===== src/rtl/fern_pkg.sv =====
// shared types and constants for the fern point plotter
package fern_pkg;

  localparam int FRAC = 16;

  // coefficients, hundredths rounded to 2^-16
  localparam logic signed [17:0] C_016 = 18'sd10486;
  localparam logic signed [17:0] C_015 = -18'sd9830;
  localparam logic signed [17:0] C_028 = 18'sd18350;
  localparam logic signed [17:0] C_026 = 18'sd17039;
  localparam logic signed [17:0] C_024 = 18'sd15729;
  localparam logic signed [17:0] C_020 = 18'sd13107;
  localparam logic signed [17:0] C_N26 = -18'sd17039;
  localparam logic signed [17:0] C_023 = 18'sd15073;
  localparam logic signed [17:0] C_022 = 18'sd14418;
  localparam logic signed [17:0] C_085 = 18'sd55706;
  localparam logic signed [17:0] C_004 = 18'sd2621;
  localparam logic signed [17:0] C_N04 = -18'sd2621;
  localparam logic signed [17:0] C_ZERO = 18'sd0;
  localparam logic signed [31:0] OFF_044 = 32'sd28836;
  localparam logic signed [31:0] OFF_160 = 32'sd104858;
  localparam logic signed [31:0] OFF_16 = 32'sd1048576;

  localparam logic [2:0] REG_ZOOM = 3'd0;
  localparam logic [2:0] REG_CX = 3'd1;
  localparam logic [2:0] REG_CY = 3'd2;
  localparam logic [2:0] REG_OX = 3'd3;
  localparam logic [2:0] REG_OY = 3'd4;
  localparam logic [2:0] REG_MODE = 3'd5;
  localparam logic [2:0] REG_RUN = 3'd6;

  localparam logic [1:0] MODE_GREEN = 2'd0;
  localparam logic [1:0] MODE_GRAY = 2'd1;

  typedef enum logic [2:0] {
    ST_IDLE, ST_MAP, ST_PIX, ST_DIV, ST_OUT
  } state_t;

  typedef struct packed {
    logic load;
    logic map;
    logic pix;
    logic div_step;
    logic finish;
  } cmd_t;

  typedef struct packed {
    logic div_done;
  } stat_t;

endpackage


===== src/rtl/fern_ctrl.sv =====
// controller state machine for the fern point plotter
module fern_ctrl import fern_pkg::*; (
  input  logic  clk,
  input  logic  rst,
  input  logic  in_valid,
  output logic  in_ready,
  output logic  out_valid,
  input  logic  out_ready,
  input  stat_t stat,
  output cmd_t  cmd
);

  state_t state, state_next;

  always_ff @(posedge clk) begin
    if (rst) begin
      state <= ST_IDLE;
    end else begin
      state <= state_next;
    end
  end

  always_comb begin
    state_next = state;
    unique case (state)
      ST_IDLE: if (in_valid) state_next = ST_MAP;
      ST_MAP:  state_next = ST_PIX;
      ST_PIX:  state_next = ST_DIV;
      ST_DIV:  if (stat.div_done) state_next = ST_OUT;
      ST_OUT:  if (out_ready) state_next = ST_IDLE;
      default: state_next = ST_IDLE;
    endcase
  end

  always_comb begin
    cmd = '0;
    in_ready = 1'b0;
    out_valid = 1'b0;
    unique case (state)
      ST_IDLE: begin
        in_ready = 1'b1;
        cmd.load = in_valid;
      end
      ST_MAP: cmd.map = 1'b1;
      ST_PIX: cmd.pix = 1'b1;
      ST_DIV: cmd.div_step = 1'b1;
      ST_OUT: begin
        out_valid = 1'b1;
        cmd.finish = out_ready;
      end
      default: ;
    endcase
  end

endmodule


===== config.mk =====
export PLATFORM = sky130hd
export DESIGN_NAME = fern_ctrl
export DESIGN_NICKNAME = d
export VERILOG_FILES = /design/src/rtl/fern_pkg.sv /design/src/rtl/fern_ctrl.sv
export SDC_FILE = /design/constraint.sdc
export NUM_CORES = 1
export LEC_CHECK = 0
export BUFFER_PORTS_ARGS = -buffer_cell sky130_fd_sc_hd__buf_2
export CELL_PAD_IN_SITES_DETAIL_PLACEMENT = 1
export CELL_PAD_IN_SITES_GLOBAL_PLACEMENT = 1
export CORE_AREA = 2 2 39 41
export CTS_CLUSTER_SIZE = 40
export DETAILED_ROUTE_END_ITERATION = 7
export DIE_AREA = 0 0 41 43
export PLACE_DENSITY = 0.47
export SLEW_MARGIN = 25
export SYNTH_ARGS = -nofsm -noshare
export SYNTH_HDL_FRONTEND = slang
export SYNTH_SLANG_ARGS = --single-unit

===== constraint.sdc =====
create_clock -name clk -period 1.1 [get_ports clk]
set_input_delay 0.055 -clock clk [delete_from_list [all_inputs] [get_ports clk]]
set_output_delay 0.055 -clock clk [all_outputs]
set_load 0.01 [all_outputs]

Word-level counts from Yosys, hierarchy flattened
Index checks and enable logic that the tools add are counted.

word-level totals
  register bits after elaboration = 3
  input bits = 5
  output and inout bits = 7
  word-level logic and storage cells = 21

operators by class
  eq/ne operators = 7
  mux-type cells = 11
  reduce and logical (&&, ||, !) cells = 2

operator list
  operator              count
  $pmux W3 S5           1
  $mux W3               3
  $mux W1               7
  $eq A3 B2 Y1 const B  2
  $ne A2 B2 Y1 const B  3
  $eq A3 B1 Y1 const B  1
  $eq A3 B3 Y1 const B  1
  $logic_not A3 Y1      1
  $reduce_and A3 Y1     1

Depth between registers and ports, before layout
  word-level depth = 3
  depth in mapped cells = 4
  mapped depth without buffers = 2

Worst setup path before layout
No wires, ideal clock.

  path type = register -> register
  start point = reg state[0]
  end point = reg state[2]
  library setup time = 0.070 ns
  arrival time = 1.019 ns
  data required time = 1.030 ns
  slack = 0.011 ns
  cell stages (with the launch flop) = 4
  buffers on the path = 1
  clock period less this slack = 1.089 ns
  cells stage by stage = dfxtp_1 > buf_6 > or4b_1 > a21oi_1

between the ends
  word-level cells in the longest chain between the ends = 3
  elaborated cells on any way between the ends = 10
  classes of those cells = 7 x eq/ne; 1 x mux; 2 x reduce/logical

ends and longest elaborated chain
  item                                        RTL line         text
  start, declared                             fern_ctrl.sv:13  state_t state, state_next;
  start signal, assigned                      fern_ctrl.sv:19  state <= state_next;
  $eq A3 B2 Y1, or another cell as far along  fern_ctrl.sv:25  unique case (state)
  $ne A2 B2 Y1 (no source line)               --
  $reduce_and A3 Y1 (no source line)          --

Several ways; a longest one is shown, not always the timed one.
A chain may end at the register's enable or synchronous reset.

==> results.md <==
* Result of the run: complete, but fails checks
* Failing checks: setup timing
* CTS Hold Buffers Added at 0
* Final number of hold-violating endpoints at 0
* Placed Instances at 50
* Input/output buffers at 11
* Max-slew violation count at 0
* Final WL at roughly 660 um
* Largest Register: state
* Layout cell share with drive strength beyond 1 at 0.643
* Top-area cell type share of the netlist area at 0.310
* Sink Count at 3
* Data arrival, critical path at ~1100 ps
* Die H at between 40 and 50 um
* Cell variety after synth at 17
* # setup viols final at 3
* Measured slew at the worst slew-check pin at roughly 220 ps
* Skew final at just over 0.8 ps
* Vias in the first global route at 271
* Vias at roughly 240
* CP Cell Sequence: buf_6 -> nor3_4 -> and2_1 -> buf_2
* Die X at a little over 40 um
* CTS root buf: clkbuf_4
* Hold WC Path Type: input port to flip-flop
* Mapped Area at ~190 um^2
* Largest net degree at the start of global routing at 9
* Final ANT Viol Nets at 0
* Initial antenna violation count at 0
* # DRC at 0
* Synth Flop Type: dfxtp_1
* DR WL/cell at 11.4 um
* Kind of cell adding the most delay to the critical path: flip-flops
* Layout Cells excl Fill at 58
* CTS buffer count at 3
* Worst vdd ir at between 0.6 and 0.7 mV
* Crit-path max FO at 5
* Syn nets at 28
* Buf/Inv on CP at 2
* Post-layout min period at roughly 1200 ps
* Grt total ovfl at 0
* PnR worst setup slack at -64.6 ps
* CP Launch Type: flip-flop
* Ant. Diodes at 0
* #FFs+latches synth at 3
* Post-synthesis cell count at 23
* EDFF count, synth at 0
* Clk Latency, worst-skew pair at about 230 ps
* Largest regs: state (3)
* Iteration count of the initial detailed-routing pass at 2
* Final RePlAce weighted congestion at approximately 0.73
* Core box area at roughly 1400 um^2
* CP max-delay cell: dfxtp_2
* Final core utilization at 0.262
* F_max at between 800 and 900 MHz
* Slew HR at 0.854
* Max reg flops at 3
* Core Rows at 14
* Worst EP required at around 1000 ps
* First DRT Iteration DRCs at 2
* Final std cell area, no fill at around 360 um^2
* Pleak at between 0.15 and 0.2 nW
* Max Cap Viol at 0
* Cell with the most instances after synthesis: dfxtp_1
* Gr usage total at 0.101
* Avg Inst Size Synth at 8.43 um^2
* Synth area leaders: dfxtp_1 (31%), nor3b_1 (7.7%), and2_1 (6.5%)
* RSZ-0062 raised after global routing: yes
* Pwr dens at between 1000 and 1500 nW/um^2
* Commonest cells in the netlist: dfxtp_1 (3), and2_1 (2), and3_1 (2), nor2_1 (2), nor3b_1 (2)
* Clk buf depth at 2
* Vias/cell at around 4.2
* Nature of the critical path endpoint: primary output
* Post-DP Area at around 270 um^2
* Place WS at 78.4 ps
* CTS tree: built
* H-tree depth at 1
* Synthesis-to-finish area growth at 87.1%
* YS warnings at 0
* Starting density of the core at 0.140
* Setup CP Type: flip-flop to primary output
* Register area share after synthesis at 0.310
* Post-synthesis async set-or-reset flop share at 0
* First-pass GRT wire length at approximately 1.2 mm
* Post-synth top area cell: dfxtp_1
* Largest stage delay, worst path at between 300 and 400 ps
* I/O Pins at 12
* Final worst-path cycle share at 1.06
* DIE AREA at about 1800 um^2
* CTS clk-pin slew, worst paths at around 40 ps
* Fin nets at 48
## power breakdown
group          switching [W]  internal, W  total (W)
clock network      0.0000587     0.000136   0.000195
registers         0.00000567     0.000118   0.000124
logic              0.0000605    0.0000678   0.000128
## area by class of cell
cell class / instances / area [um^2]
clock buffers: 4 / 26.3
repair buffers: 18 / 123
fillers: 171 / 1020
flip-flops and latches: 3 / 62.6
multi-input cells: 17 / 131
well taps: 16 / 20.0
## routing by layer
metal,vias to the layer above,track usage,routed length (um)
li1,119,-,-
met1,116,0.119,287
met2,9,0.150,341
met3,0,0.0524,35
met4,0,0.0400,0
met5,-,0,0
## worst paths after layout
check / start / end / slack (ps) / depth (start not counted)
setup reg to reg: state[1]$_SDFFE_PP0P_ / state[2]$_SDFFE_PP0P_ / 70 / 2
setup / recovery: state[2]$_SDFFE_PP0P_ / cmd[4] / -60 / 4
hold / removal: rst / state[2]$_SDFFE_PP0P_ / 20 / 2
hold reg to reg: state[0]$_SDFFE_PP0P_ / state[2]$_SDFFE_PP0P_ / 540 / 2
## cells in the final DEF, fill, tap and decap left out, types with 2 or more instances in the layout
cell type / n
nor3b_1: 2
clkbuf_4: 3
buf_2: 11
buf_6: 4
and3_1: 2
buf_4: 3
dfxtp_2: 2
## per-stage QoR
stage          hold slack [ps]  TNS (ps)  total power, W
6_report                  20.8     -85.6        0.000447
5_1_grt                   12.4      -448        0.000482
4_1_cts                   7.31      -140        0.000455
3_5_place_dp               264         0        0.000218
3_3_place_gp               256         0        0.000215
2_1_floorplan              124         0        0.000180
## kinds of logic after synthesis
group / after synthesis / share of synthesized area
DFF: 3 / 0.310
AOI/OAI and AO/OA: 3 / 0.116
buffers and inverters: 3 / 0.123
and+or+nand+nor: 14 / 0.452
## repair_timing
action | 4_1_cts | 5_1_grt
pin swaps | 3 | 2
gates resized for setup | 9 | 2
cloned | 1 | 0
buffers inserted | 3 | 0
setup endpoints to repair | 5 | 8
(Power assumes the default switching activity.)
